<file path="config.mk">
export PLATFORM = sky130hd
export DESIGN_NAME = button_gated_sample_filter_top_flat
export DESIGN_NICKNAME = d
export VERILOG_FILES = /design/src/hdl/bgsf_pkg.sv /design/src/hdl/bgsf_in_if.sv /design/src/hdl/bgsf_out_if.sv /design/src/hdl/bgsf_cell.sv /design/src/hdl/bgsf_window.sv /design/src/hdl/button_gated_sample_filter_top.sv /design/src/flat_wrapper.sv
export SDC_FILE = /design/constraint.sdc
export NUM_CORES = 1
export LEC_CHECK = 0
export BUFFER_PORTS_ARGS = -buffer_cell sky130_fd_sc_hd__buf_2
export CORE_UTILIZATION = 61
export DETAILED_ROUTE_END_ITERATION = 8
export GPL_ROUTABILITY_DRIVEN = 0
export PLACE_DENSITY = 0.81
export SYNTH_ARGS = -nofsm -noshare
export SYNTH_HDL_FRONTEND = slang
export SYNTH_SLANG_ARGS = --single-unit
</file>
<file path="constraint.sdc">
create_clock -name i_clk -period 10.6 [get_ports i_clk]
set_input_delay 1.06 -clock i_clk [delete_from_list [all_inputs] [get_ports i_clk]]
set_output_delay 1.06 -clock i_clk [all_outputs]
set_load 0.02 [all_outputs]
</file>
<file path="src/hdl/bgsf_pkg.sv">
package bgsf_pkg;

    // field widths
    localparam int SAMPLE_W = 12;
    localparam int VALUE_W  = 16;
    localparam int MODE_W   = 2;
    localparam int STATE_W  = 2;
    localparam int CFG_W    = 16;
    localparam int CFG_IDX_W = 1;

    // sliding window (power of two, 2 to 64)
    localparam int WINDOW_LENGTH = 8;
    localparam int SUM_W = SAMPLE_W + $clog2(WINDOW_LENGTH);

    // noise scramble working width and threshold
    localparam int NOISE_W = 18;
    localparam logic [NOISE_W-1:0] NOISE_THRESHOLD = NOISE_W'(500);

    // pwm compare shift
    localparam int PWM_SHIFT = 4;

    // run states
    localparam logic [STATE_W-1:0] ST_INIT   = 2'd0;
    localparam logic [STATE_W-1:0] ST_WAIT   = 2'd1;
    localparam logic [STATE_W-1:0] ST_LISTEN = 2'd2;
    localparam logic [STATE_W-1:0] ST_PAUSE  = 2'd3;

    // processing modes
    localparam logic [MODE_W-1:0] MODE_RAW   = 2'd0;
    localparam logic [MODE_W-1:0] MODE_AVG   = 2'd1;
    localparam logic [MODE_W-1:0] MODE_NOISE = 2'd2;

    // configuration register indexes
    localparam logic [CFG_IDX_W-1:0] REG_MODE = 1'd0;
    localparam logic [CFG_IDX_W-1:0] REG_MASK = 1'd1;

    localparam logic [VALUE_W-1:0] MASK_RESET = 16'hFFFF;

endpackage

</file>
<file path="src/hdl/bgsf_in_if.sv">
interface bgsf_in_if;
    logic                              valid;
    logic                              ready;
    logic                              button_level;
    logic                              digital_level;
    logic [bgsf_pkg::SAMPLE_W-1:0]     adc_sample;

    modport source (output valid, button_level, digital_level, adc_sample, input ready);
    modport sink   (input valid, button_level, digital_level, adc_sample, output ready);
endinterface

</file>
<file path="src/hdl/bgsf_out_if.sv">
interface bgsf_out_if;
    logic                              valid;
    logic                              ready;
    logic [bgsf_pkg::STATE_W-1:0]      run_state;
    logic                              cli_enabled;
    logic                              sample_valid;
    logic                              digital_out;
    logic [bgsf_pkg::VALUE_W-1:0]      value_out;
    logic [bgsf_pkg::VALUE_W-1:0]      pwm_compare;

    modport source (output valid, run_state, cli_enabled, sample_valid, digital_out,
                    value_out, pwm_compare, input ready);
    modport sink   (input valid, run_state, cli_enabled, sample_valid, digital_out,
                    value_out, pwm_compare, output ready);
endinterface

</file>
<file path="src/hdl/bgsf_cell.sv">
module bgsf_cell (
    input  logic                          i_clk,
    input  logic                          i_rst_n,
    input  logic                          i_shift,
    input  logic [bgsf_pkg::SAMPLE_W-1:0] i_din,
    output logic [bgsf_pkg::SAMPLE_W-1:0] o_dout
);

    logic [bgsf_pkg::SAMPLE_W-1:0] r_data;

    always_ff @(posedge i_clk) begin
        if (!i_rst_n) begin
            r_data <= '0;
        end else if (i_shift) begin
            r_data <= i_din;
        end
    end

    assign o_dout = r_data;

endmodule

</file>
<file path="src/hdl/bgsf_window.sv">
module bgsf_window (
    input  logic                          i_clk,
    input  logic                          i_rst_n,
    input  logic                          i_shift,
    input  logic [bgsf_pkg::SAMPLE_W-1:0] i_sample,
    output logic [bgsf_pkg::SAMPLE_W-1:0] o_average
);

    localparam int W = bgsf_pkg::WINDOW_LENGTH;

    // chain link k+1 feeds cell k; cell 0 holds the oldest sample
    logic [bgsf_pkg::SAMPLE_W-1:0] w_link [W+1];
    logic [bgsf_pkg::SUM_W-1:0]    r_sum;
    logic [bgsf_pkg::SUM_W-1:0]    n_sum;

    assign w_link[W] = i_sample;

    for (genvar k = 0; k < W; k++) begin : g_cell
        bgsf_cell u_cell (
            .i_clk   (i_clk),
            .i_rst_n (i_rst_n),
            .i_shift (i_shift),
            .i_din   (w_link[k+1]),
            .o_dout  (w_link[k])
        );
    end

    // running sum: new sample in, oldest out
    assign n_sum = r_sum + bgsf_pkg::SUM_W'(i_sample) - bgsf_pkg::SUM_W'(w_link[0]);

    always_ff @(posedge i_clk) begin
        if (!i_rst_n) begin
            r_sum <= '0;
        end else if (i_shift) begin
            r_sum <= n_sum;
        end
    end

    assign o_average = bgsf_pkg::SAMPLE_W'(n_sum / W);

endmodule

</file>
<file path="src/hdl/button_gated_sample_filter_top.sv">
// a result appears on the output in the cycle after its request is accepted
// one request per cycle unless stalled; the window moves through a chain of sample cells
// with a running sum, so the average is ready in the same cycle as the request
// reset: synchronous active-low; run state to init, window and sum to zero,
// mode to raw, noise mask to all ones, output register empty
module button_gated_sample_filter_top (
    input  logic                            i_clk,
    input  logic                            i_rst_n,
    bgsf_in_if.sink                         i_req,
    bgsf_out_if.source                      o_rsp,
    input  logic                            i_cfg_we,
    input  logic [bgsf_pkg::CFG_IDX_W-1:0]  i_cfg_idx,
    input  logic [bgsf_pkg::CFG_W-1:0]      i_cfg_wdata
);

    // noise scramble, narrow because the sample is only twelve bits wide
    function automatic logic [bgsf_pkg::VALUE_W-1:0] noise_scramble(
        input logic [bgsf_pkg::SAMPLE_W-1:0] s,
        input logic [bgsf_pkg::VALUE_W-1:0]  mask
    );
        logic [bgsf_pkg::NOISE_W-1:0] v;
        v = bgsf_pkg::NOISE_W'(s);
        v = v ^ (v << s[1:0]);
        v = v + (v ^ (v >> 1));
        if (v < bgsf_pkg::NOISE_THRESHOLD) begin
            v = v + (v | bgsf_pkg::NOISE_W'(mask));
        end
        return v[bgsf_pkg::VALUE_W-1:0];
    endfunction

    // run state and configuration
    logic [bgsf_pkg::STATE_W-1:0] r_state;
    logic [bgsf_pkg::STATE_W-1:0] n_state;
    logic [bgsf_pkg::MODE_W-1:0]  r_mode;
    logic [bgsf_pkg::VALUE_W-1:0] r_mask;

    // output register
    logic                         r_out_valid;
    logic [bgsf_pkg::STATE_W-1:0] r_out_state;
    logic                         r_out_cli;
    logic                         r_out_svalid;
    logic                         r_out_dig;
    logic [bgsf_pkg::VALUE_W-1:0] r_out_value;
    logic [bgsf_pkg::VALUE_W-1:0] r_out_pwm;

    logic                          w_accept;
    logic                          w_pressed;
    logic                          w_cli;
    logic                          w_emit;
    logic                          w_shift;
    logic [bgsf_pkg::VALUE_W-1:0]  w_value;
    logic [bgsf_pkg::SAMPLE_W-1:0] w_average;

    // a new request may enter whenever the output slot is empty or empties this cycle
    assign i_req.ready = !r_out_valid || o_rsp.ready;
    assign w_accept    = i_req.valid && i_req.ready;
    assign w_pressed   = !i_req.button_level;

    // next run state and per-request flags
    always_comb begin
        n_state = r_state;
        w_cli   = 1'b0;
        w_emit  = 1'b0;
        case (r_state)
            bgsf_pkg::ST_INIT: begin
                n_state = bgsf_pkg::ST_WAIT;
            end
            bgsf_pkg::ST_WAIT: begin
                w_cli = 1'b1;
                if (w_pressed) n_state = bgsf_pkg::ST_LISTEN;
            end
            bgsf_pkg::ST_LISTEN: begin
                if (w_pressed) begin
                    n_state = bgsf_pkg::ST_PAUSE;
                end else begin
                    w_emit = 1'b1;
                end
            end
            bgsf_pkg::ST_PAUSE: begin
                // cli stays on for the tick that resumes listening
                w_cli = 1'b1;
                if (w_pressed) n_state = bgsf_pkg::ST_LISTEN;
            end
            default: begin
                n_state = bgsf_pkg::ST_INIT;
            end
        endcase
    end

    // the window only moves on emitting ticks in averaging mode
    assign w_shift = w_accept && w_emit && (r_mode == bgsf_pkg::MODE_AVG);

    bgsf_window u_window (
        .i_clk     (i_clk),
        .i_rst_n   (i_rst_n),
        .i_shift   (w_shift),
        .i_sample  (i_req.adc_sample),
        .o_average (w_average)
    );

    // value select; the unused mode code falls back to raw
    always_comb begin
        case (r_mode)
            bgsf_pkg::MODE_AVG:   w_value = bgsf_pkg::VALUE_W'(w_average);
            bgsf_pkg::MODE_NOISE: w_value = noise_scramble(i_req.adc_sample, r_mask);
            default:              w_value = bgsf_pkg::VALUE_W'(i_req.adc_sample);
        endcase
    end

    // control registers
    always_ff @(posedge i_clk) begin
        if (!i_rst_n) begin
            r_state     <= bgsf_pkg::ST_INIT;
            r_mode      <= bgsf_pkg::MODE_RAW;
            r_mask      <= bgsf_pkg::MASK_RESET;
            r_out_valid <= 1'b0;
        end else begin
            if (w_accept) begin
                r_state <= n_state;
            end
            // init tick drops any mode written before it
            if (w_accept && (r_state == bgsf_pkg::ST_INIT)) begin
                r_mode <= bgsf_pkg::MODE_RAW;
            end else if (i_cfg_we && (i_cfg_idx == bgsf_pkg::REG_MODE)) begin
                r_mode <= i_cfg_wdata[bgsf_pkg::MODE_W-1:0];
            end
            if (i_cfg_we && (i_cfg_idx == bgsf_pkg::REG_MASK)) begin
                r_mask <= i_cfg_wdata[bgsf_pkg::VALUE_W-1:0];
            end
            if (w_accept) begin
                r_out_valid <= 1'b1;
            end else if (o_rsp.ready) begin
                r_out_valid <= 1'b0;
            end
        end
    end

    // result payload, zeroed when no sample message goes out
    always_ff @(posedge i_clk) begin
        if (w_accept) begin
            r_out_state  <= n_state;
            r_out_cli    <= w_cli;
            r_out_svalid <= w_emit;
            r_out_dig    <= w_emit && i_req.digital_level;
            r_out_value  <= w_emit ? w_value : '0;
            r_out_pwm    <= w_emit ? {i_req.adc_sample, bgsf_pkg::PWM_SHIFT'(0)} : '0;
        end
    end

    assign o_rsp.valid        = r_out_valid;
    assign o_rsp.run_state    = r_out_state;
    assign o_rsp.cli_enabled  = r_out_cli;
    assign o_rsp.sample_valid = r_out_svalid;
    assign o_rsp.digital_out  = r_out_dig;
    assign o_rsp.value_out    = r_out_value;
    assign o_rsp.pwm_compare  = r_out_pwm;

endmodule

</file>
<file path="src/flat_wrapper.sv">
// flat-port wrapper written by rule: the top's interface ports become plain ports
module button_gated_sample_filter_top_flat 
  (i_clk, i_rst_n, i_cfg_we, i_cfg_idx, i_cfg_wdata, i_req_valid, i_req_button_level, i_req_digital_level, i_req_adc_sample, i_req_ready, o_rsp_valid, o_rsp_run_state, o_rsp_cli_enabled, o_rsp_sample_valid, o_rsp_digital_out, o_rsp_value_out, o_rsp_pwm_compare, o_rsp_ready);
  bgsf_in_if i_req_i ();
  bgsf_out_if o_rsp_i ();
  input  logic i_clk;
  input  logic i_rst_n;
  input  logic i_cfg_we;
  input  logic [bgsf_pkg::CFG_IDX_W-1:0] i_cfg_idx;
  input  logic [bgsf_pkg::CFG_W-1:0] i_cfg_wdata;
  input wire logic [$bits(i_req_i.valid)-1:0] i_req_valid;
  input wire logic [$bits(i_req_i.button_level)-1:0] i_req_button_level;
  input wire logic [$bits(i_req_i.digital_level)-1:0] i_req_digital_level;
  input wire logic [$bits(i_req_i.adc_sample)-1:0] i_req_adc_sample;
  output wire logic [$bits(i_req_i.ready)-1:0] i_req_ready;
  output wire logic [$bits(o_rsp_i.valid)-1:0] o_rsp_valid;
  output wire logic [$bits(o_rsp_i.run_state)-1:0] o_rsp_run_state;
  output wire logic [$bits(o_rsp_i.cli_enabled)-1:0] o_rsp_cli_enabled;
  output wire logic [$bits(o_rsp_i.sample_valid)-1:0] o_rsp_sample_valid;
  output wire logic [$bits(o_rsp_i.digital_out)-1:0] o_rsp_digital_out;
  output wire logic [$bits(o_rsp_i.value_out)-1:0] o_rsp_value_out;
  output wire logic [$bits(o_rsp_i.pwm_compare)-1:0] o_rsp_pwm_compare;
  input wire logic [$bits(o_rsp_i.ready)-1:0] o_rsp_ready;
  assign i_req_i.valid = i_req_valid;
  assign i_req_i.button_level = i_req_button_level;
  assign i_req_i.digital_level = i_req_digital_level;
  assign i_req_i.adc_sample = i_req_adc_sample;
  assign i_req_ready = i_req_i.ready;
  assign o_rsp_valid = o_rsp_i.valid;
  assign o_rsp_run_state = o_rsp_i.run_state;
  assign o_rsp_cli_enabled = o_rsp_i.cli_enabled;
  assign o_rsp_sample_valid = o_rsp_i.sample_valid;
  assign o_rsp_digital_out = o_rsp_i.digital_out;
  assign o_rsp_value_out = o_rsp_i.value_out;
  assign o_rsp_pwm_compare = o_rsp_i.pwm_compare;
  assign o_rsp_i.ready = o_rsp_ready;
  button_gated_sample_filter_top u_core (.i_clk(i_clk), .i_rst_n(i_rst_n), .i_req(i_req_i), .o_rsp(o_rsp_i), .i_cfg_we(i_cfg_we), .i_cfg_idx(i_cfg_idx), .i_cfg_wdata(i_cfg_wdata));
endmodule
</file>
# After elaboration in Yosys (flattened, before gate mapping)
# Index checks and enable logic that the tools add are counted.
# classes
n_shift	1
n_reduce_logical	13
bitwise	5
n_eq_ne	5
n_lt_le_gt_ge	1
add_sub_neg	4
mux	10
# ops
cell	count
$pmux 16 s2	1
$add 18x18->18	1
$lt 18x9->1 const B	1
$shl 12x2->18	1
$xor 12x18->18	1
$xor 18x17->18	1
$add 16x16->16	1
$mux 16	1
$or 16x16->16	1
$add 15x12->15	1
$sub 15x12->15	1
$logic_and 1x1->1	7
$eq 2x2->1 const B	3
$pmux 2 s3	1
$mux 1	5
$eq 2x1->1 const B	2
$mux 2	2
$reduce_or 2->1	2
$logic_not 2->1	1
$not 1->1	2
$reduce_bool 2->1	1
$logic_not 1->1	1
$logic_or 1x1->1	1
# word_totals
regBits	169
elab_cells	59
in_bits	36
output_inout_bits	39

# Depth between registers and ports, before layout
# Gate-level depths: netlist (run 1).
# depth
depth_word	8
depth_mapped	17

# Hierarchy
# From an unflattened synthesis (run 1), not the netlist that was laid out.
# unflattened
cells_unflattened	1079
area_unflattened_um2	10064.7
# by_module_without_submodules
module	area_per_inst_um2	instances	cells_each
button_gated_sample_filter_top	4569.4	1	542
bgsf_cell	450.4	8	38
bgsf_window	1891.8	1	233

# Worst setup path before layout (run 1)
# No wires, ideal clock.
# synth_timing
path_type	input to register
start	in i_req_adc_sample[1]
end	reg u_core.r_out_value (netlist bit u_core.o_rsp.value_out[10]) (data pin)
required_ns	10.323
slack_ns	6.167
n_path_buf	2
cell_stages	17
arrival_time_ns	4.155
setup_time_ns	0.277
path_cell_list	buf_2 > inv_1 > buf_2 > fa_1 > inv_1 > ha_1 > a21o_1 > a21oi_1 > nor2b_1 > a41oi_1 > a21oi_1 > a21o_1 > a21oi_1 > o21ai_0 > xor2_1 > a221oi_1 > a221oi_2
# synth_between
elab_chain_cells	8
word_cells_on_any_way	11
# synth_lines
element	line	source
start: declaration	flat_wrapper.sv:14	input wire logic [$bits(i_req_i.adc_sample)-1:0] i_req_adc_sample;
$shl 12x2->18	button_gated_sample_filter_top.sv:23	v = v ^ (v << s[1:0]);
$xor 12x18->18	button_gated_sample_filter_top.sv:23	
$xor 18x17->18	button_gated_sample_filter_top.sv:24	v = v + (v ^ (v >> 1));
$add 18x18->18	button_gated_sample_filter_top.sv:24	
$or 16x16->16	button_gated_sample_filter_top.sv:26	v = v + (v | bgsf_pkg::NOISE_W'(mask));
$add 16x16->16	button_gated_sample_filter_top.sv:26	
$mux 16	button_gated_sample_filter_top.sv:25	if (v < bgsf_pkg::NOISE_THRESHOLD) begin
$pmux 16 s2 (*)	button_gated_sample_filter_top.sv:103	case (r_mode)
end signal: assignment	button_gated_sample_filter_top.sv:145	r_out_value <= w_emit ? w_value : '0;
end: declaration	button_gated_sample_filter_top.sv:43	logic [bgsf_pkg::VALUE_W-1:0] r_out_value;
# Every way passes the cells marked *; elsewhere a longest branch is shown, timed or not.
# A chain may end at the register's enable or synchronous reset.

# Final worst setup path (run 1)
# Ends and elaborated chain as after synthesis.

==> results.json, run 1 <==
{
  "grt_pass1_vias": 7379,
  "max_cap_violations": 0,
  "critPathKind": "in2reg",
  "postSynthAreaPerCell_um2": 8.26,
  "post_drt_via_cell_ratio": 5.98,
  "area_growth_pct": 9.30,
  "synth_cells": 1129,
  "hp-class": "reg2reg",
  "period_share_pct": 46.4,
  "start_kind": "input pin",
  "clk_latency_ns": 0.45,
  "cts_setup_buffers": 0,
  "grt_pass1_wl_mm": 36.1,
  "fillers": 1210,
  "clk_pin_slew_worst_paths_ns": 0.07,
  "yosys.area_share.simple_pct": 21.0,
  "synth_edf_count": 33,
  "netlist-cell-type-count": 81,
  "yosysWarningCount": 0,
  "slew_headroom_pct": 29.5,
  "ios": 75,
  "synth-async-reset-ratio_pct": 0,
  "wl_mm": 21.9,
  "wl_per_cell_um": 16.4,
  "status": "finished with violations",
  "rows": 44,
  "grt_max_degree": 132,
  "insertedDiodeCount": 0,
  "worst_pin_slew_ns": 1.06,
  "hold_viol": 0,
  "synth.area.mux_share_pct": 1.19,
  "grt_overflow": 0,
  "die_h_um": 126,
  "place_area_um2": 9580,
  "ant_nets": 0,
  "clock.fmax_mhz": 203,
  "io_buffers": 70,
  "endpoint_kind": "flop",
  "p_leak_nw": 3.91,
  "cts.sinks": 165,
  "htree_levels": 4,
  "synth_compound_area_share_pct": 22.8,
  "start_util_pct": 63.2,
  "worst-path-max-fanout": 38,
  "synthAdderAreaFrac_pct": 5.12,
  "slew_violations": 0,
  "vdd_drop_max_mv": 0.101,
  "route.vias.total": 8018,
  "route.detailed.drc": 7,
  "tritoncts.num_buffers": 17,
  "worst_clock_skew_ns": 0.00810,
  "rsz0062_at_grt": "no",
  "drtIter0Drc": 865,
  "fin_setup_tns_ns": 0,
  "clock_path_buffers": 2,
  "die_x_um": 126,
  "drive_gt1_share_pct": 11.5,
  "finalInstanceArea_um2": 10200,
  "synth-seq-cells": 165,
  "crit_arrival_ns": 5.09,
  "grt_usage_pct": 28.9,
  "tritoncts": "built",
  "required_ns": 10.77,
  "syn-cell-area_um2": 9330,
  "yosys.area_share.xor_xnor_pct": 4.13,
  "hpwlAfterDp_mm": 14.7,
  "die-area_um2": 15800,
  "finalNetCount": 1211,
  "synth_top_family_by_area": "compound AO/OA/AOI/OAI gates",
  "finalSetupViolCount": 0,
  "synth_flop_cell": "dfxtp_1",
  "r2r_slack_ns": 6.97,
  "p_per_area_nw_per_um2": 153,
  "core_um2": 14800,
  "min_period_ns": 4.92,
  "cts_hold_buf": 0,
  "failed_checks": "design-rule violations",
  "first_pass_iters": 9,
  "root_buffer": "clkbuf_16",
  "antenna_found_initial": 0,
  "cts.repair.resized": 0,
  "ys_seq_area_share_pct": 39.0
}
==> state kept, by name, summed over array words and instances (netlist names) <==
| register | count |
|---|---|
| u_core.o_rsp.cli_enabled | 1 |
| u_core.o_rsp.sample_valid | 1 |
| u_core.r_state | 2 |
| u_core.r_mode | 2 |
| u_core.o_rsp.value_out | 16 |
| u_core.o_rsp.digital_out | 1 |
| u_core.u_window.g_cell.u_cell.o_dout | 96 |
| u_core.o_rsp.valid | 1 |
| u_core.o_rsp.pwm_compare | 12 |
| u_core.o_rsp.run_state | 2 |
| u_core.r_mask | 16 |
| u_core.u_window.r_sum | 15 |
==> Yosys cell counts (4+ instances only) <==
master,n,area (um^2)
a211oi_1,8,60.1
a21boi_0,108,811
a21o_1,13,97.6
a21oi_1,37,185
a21oi_2,5,43.8
a221oi_1,8,70.1
a221oi_2,6,90.1
a31oi_1,6,37.5
and2_1,8,50.1
and3_1,11,68.8
buf_2,12,60.1
buf_4,13,97.6
clkbuf_1,50,188
dfxtp_1,132,2640
edfxtp_1,33,991
fa_1,12,240
ha_1,19,238
inv_1,63,236
mux2i_1,10,100
nand2_1,276,1040
nand2b_1,11,68.8
nand3_1,32,160
nand4_1,6,37.5
nor2_1,51,191
nor2b_1,12,75.1
nor3_1,14,70.1
nor4b_1,4,35.0
o211ai_1,15,113
o21a_1,4,30.0
o21ai_0,19,95.1
o22ai_1,5,31.3
o31ai_1,4,30.0
or3_1,6,37.5
xnor2_1,33,289
xor2_1,11,96.3
==> report_power, final <==
group | internal, W | total, W | switching, W
clock network | 0.000359 | 0.000644 | 0.000285
logic | 0.0000916 | 0.000257 | 0.000165
registers | 0.000651 | 0.000659 | 0.00000772
total | 0.00110 | 0.00156 | 0.000458
==> routing by layer <==
layer	vias up	part of all wire [%]	global-route usage [%]
li1	3882	-	-
met1	3742	44	39.1
met2	337	45	44.1
met3	57	8.2	6.92
met4	0	2.8	12.7
met5	-	0	0
==> layout make-up <==
class / count / area, um^2 / share of cell area (%)
Multi-Input combinational cell: 821 / 5100 / 50.0
Clock buffer: 17 / 425 / 4.17
Timing Repair Buffer: 73 / 375 / 3.68
Sequential cell: 165 / 3630 / 35.6
Clock inverter: 15 / 186 / 1.83
Inverter: 66 / 248 / 2.43
Tap cell: 184 / 230 / 2.26
==> stage by stage <==
stage                     hold WS (ns)  total power (W)  util (%)  setup WS (ns)  instances
after global routing             0.482          0.00162      69.1           5.34       1341
after detailed placement         0.459         0.000920      65.0           5.28       1309
after CTS                        0.463          0.00156      69.1           5.73       1341
after global placement           0.450         0.000916      65.0           5.37       1309
final                            0.460          0.00156      69.1           5.68       1341
after floorplan                  0.441         0.000864         -           6.17       1132
==> cells in the final DEF (no fill, tap or decap), types with 11 or more instances in the layout <==
| cell type | synthesis | routed |
|---|---|---|
| a21boi_0 | 108 | 108 |
| a21o_1 | 13 | 13 |
| a21oi_1 | 37 | 37 |
| buf_2 | 12 | 69 |
| clkbuf_16 | 0 | 17 |
| dfxtp_1 | 132 | 132 |
| edfxtp_1 | 33 | 33 |
| fa_1 | 12 | 12 |
| ha_1 | 19 | 19 |
| inv_1 | 63 | 63 |
| nand2_1 | 276 | 276 |
| nand2b_1 | 11 | 11 |
| nand3_1 | 32 | 31 |
| nor2_1 | 51 | 51 |
| nor2b_1 | 12 | 12 |
| nor3_1 | 14 | 14 |
| o211ai_1 | 15 | 15 |
| o21ai_0 | 19 | 19 |
| xnor2_1 | 33 | 33 |
| xor2_1 | 11 | 11 |
==> cell families after synthesis <==
kind of cell / Yosys count
AOI/OAI and AO/OA: 283
xor gates and xnor gates: 44
adders and majority gates: 31
buffers and inverters: 146
DFF: 165
muxes: 11
other: 1
and+or+nand+nor: 448
==> critical path, stage by stage <==
cell and delay [ns]:
buf_2 0.54, inv_1 0.41, fa_1 0.68, inv_1 0.06
ha_1 0.29, a21o_1 0.17, a21oi_1 0.21, nor2b_1 0.09
a41oi_1 0.26, a21oi_1 0.14, a21o_1 0.19, a21oi_1 0.22
o21ai_0 0.15, xor2_1 0.17, a221oi_1 0.32, a221oi_2 0.10
==> path summary, 6_finish.rpt <==
check | from | to | cells after the start
max | i_req_adc_sample[1] | u_core.o_rsp.value_out[10] | 16
max reg2reg | u_core.u_window.r_sum[2] | u_core.o_rsp.value_out[11] | 15
min reg2reg | u_core.u_window.g_cell[6].u_cell.o_dout[8] | u_core.u_window.g_cell[5].u_cell.o_dout[8] | 2
min | u_core.u_window.g_cell[6].u_cell.o_dout[8] | u_core.u_window.g_cell[5].u_cell.o_dout[8] | 2
Power figures use the tool's default switching activity.
==> run 2, diff against run 1 <==
Settings changed: CORE_UTILIZATION 61 to 55, PLACE_DENSITY 0.81 to 0.77.
Clock period 10.6 ns to 4 ns, I/O delays scaled along.
==> results.json, run 2 (synthesis results as in run 1) <==
{
  "status": "finished, final reports clean",
  "place_area_um2": 9840,
  "start_util_pct": 56.2,
  "fin_setup_tns_ns": 0,
  "cts.repair.resized": 0,
  "dp_slack_ns": 0.0431,
  "period_share_pct": 93.6,
  "drtIter0Drc": 730,
  "layout_commonest_cell": "nand2_1",
  "root_buffer": "clkbuf_16",
  "reg2reg_depth": 15,
  "worst_slack_ns": 0.258,
  "grt_pass1_vias": 7264,
  "vdd_drop_max_mv": 0.318,
  "worst-path-max-fanout": 18,
  "drive_gt1_share_pct": 13.4,
  "worst_pin_slew_ns": 1.01,
  "ant_nets": 0,
  "die_h_um": 132,
  "max_cap_violations": 0,
  "route.vias.total": 7981,
  "worst_clock_skew_ns": 0.0102,
  "slowest_stage": "a211oi_1",
  "wl_per_cell_um": 15.4,
  "critPathKind": "in2reg",
  "die_x_um": 132,
  "slowest_delay_ns": 0.45,
  "largest_reg_flops": 96,
  "tritoncts": "built",
  "cts.sinks": 165,
  "hp-class": "in2reg",
  "slew_headroom_pct": 32.8,
  "die-area_um2": 17500,
  "io_buffers": 70,
  "reg2reg_from": "u_core.u_window.r_sum[1]",
  "finalSetupViolCount": 0,
  "p_per_area_nw_per_um2": 394,
  "cp-startpoint": "i_req_adc_sample[3]",
  "grt_overflow": 0,
  "crit_chain": "buf_2 -> buf_4 -> xor2_1 -> o2bb2ai_1 -> o211ai_1 -> a211oi_1 -> nor3_1 -> mux2_2 -> a211oi_2 -> nand3_1 -> nor4b_1 -> o31ai_1 -> a221oi_2",
  "htree_levels": 4,
  "routedLengthMet1_mm": 9.92,
  "crit_arrival_ns": 3.99,
  "grt_max_degree": 93,
  "hold_viol": 0,
  "crit_family": "compound AO/OA/AOI/OAI gates",
  "tritoncts.num_buffers": 17,
  "cp_num_cells": 13,
  "worstHoldPathCells": 3,
  "antenna_found_initial": 0,
  "placed_cells": 1372,
  "p_leak_nw": 4.04,
  "post_drt_via_cell_ratio": 5.68,
  "cts_setup_buffers": 0,
  "route.detailed.drc": 0,
  "layout_common_cells": "276 x nand2_1, 132 x dfxtp_1, 108 x a21boi_0",
  "wl_met3_mm": 1.54,
  "ios": 75,
  "grt_usage_pct": 25.6,
  "slew_violations": 0,
  "hpwlAfterDp_mm": 15.2,
  "endpoint_kind": "flop",
  "required_ns": 4.24,
  "fillers": 1437,
  "start_kind": "input pin",
  "top_layer_used": "met4",
  "clk_latency_ns": 0.44,
  "area_growth_pct": 12.0,
  "cts_hold_buf": 0,
  "whs_ns": 0.164,
  "rows": 47,
  "core_um2": 16600,
  "fin_cells": 1404,
  "grt_pass1_wl_mm": 35.7,
  "finalInstanceArea_um2": 10400,
  "wl_mm": 21.7,
  "finalNetCount": 1238,
  "clock.fmax_mhz": 267,
  "dr_wl_met2_mm": 9.79,
  "hold_path.startpoint": "i_cfg_wdata[14]",
  "clk_pin_slew_worst_paths_ns": 0.07,
  "clock_path_buffers": 2,
  "min_period_ns": 3.74,
  "insertedDiodeCount": 0,
  "first_pass_iters": 6,
  "worstPathBufferInverterCount": 2,
  "rsz0062_at_grt": "no"
}
run 2: cell count changes in the layout (fill, tap and decap cells not counted), sizes merged:
cell / delta
buf: +27
clkbuf: +3
inv: -3
bufinv: -1
clkinvlp: +1
run 2: path summary, 6_finish.rpt:
kind | endpoint | slack [ns]
setup / recovery | u_core.o_rsp.value_out[6] | 0.26
hold / removal | u_core.r_mask[14] | 0.16
setup reg to reg | u_core.o_rsp.value_out[8] | 0.34
hold reg to reg | u_core.u_window.g_cell[4].u_cell.o_dout[9] | 0.46
run 2: power by group:
part	internal, W	switching (W)	total, W
clock	0.000932	0.000730	0.00166
sequential	0.00173	0.0000202	0.00175
combinational	0.000269	0.000442	0.000711
run 2: cell type report:
cell class / count / area, um^2 / area share (%)
flip-flops and latches: 165 / 3630 / 34.8
repair buffers: 100 / 591 / 5.66
inverters: 66 / 248 / 2.37
multi-input cells: 821 / 5100 / 48.8
clock buffers: 20 / 468 / 4.48
clock inverters: 12 / 131 / 1.26
well taps: 220 / 275 / 2.64
run 2: per-stage QoR:
stage                     power (W)  utilization (%)
final                       0.00412             63.0
after global routing        0.00429             63.0
after CTS                   0.00413             63.0
after detailed placement    0.00247             59.4
after global placement      0.00246             59.4
after floorplan             0.00229                -
run 2: layer usage:
metal | vias up | global-route usage [%]
li1 | 3943 | -
met1 | 3722 | 34.7
met2 | 277 | 40.3
met3 | 39 | 5.61
met4 | 0 | 8.49
met5 | - | 0
run 2: worst register-to-register path: cells and delay by family (launching register included):
kind            cells  cell delay [ns]
flops               1             0.33
compound gates      9             1.88
xor+xnor            1             0.14
buf+inv             2             0.11
simple gates        1             0.10
fa+ha+maj           2             0.85
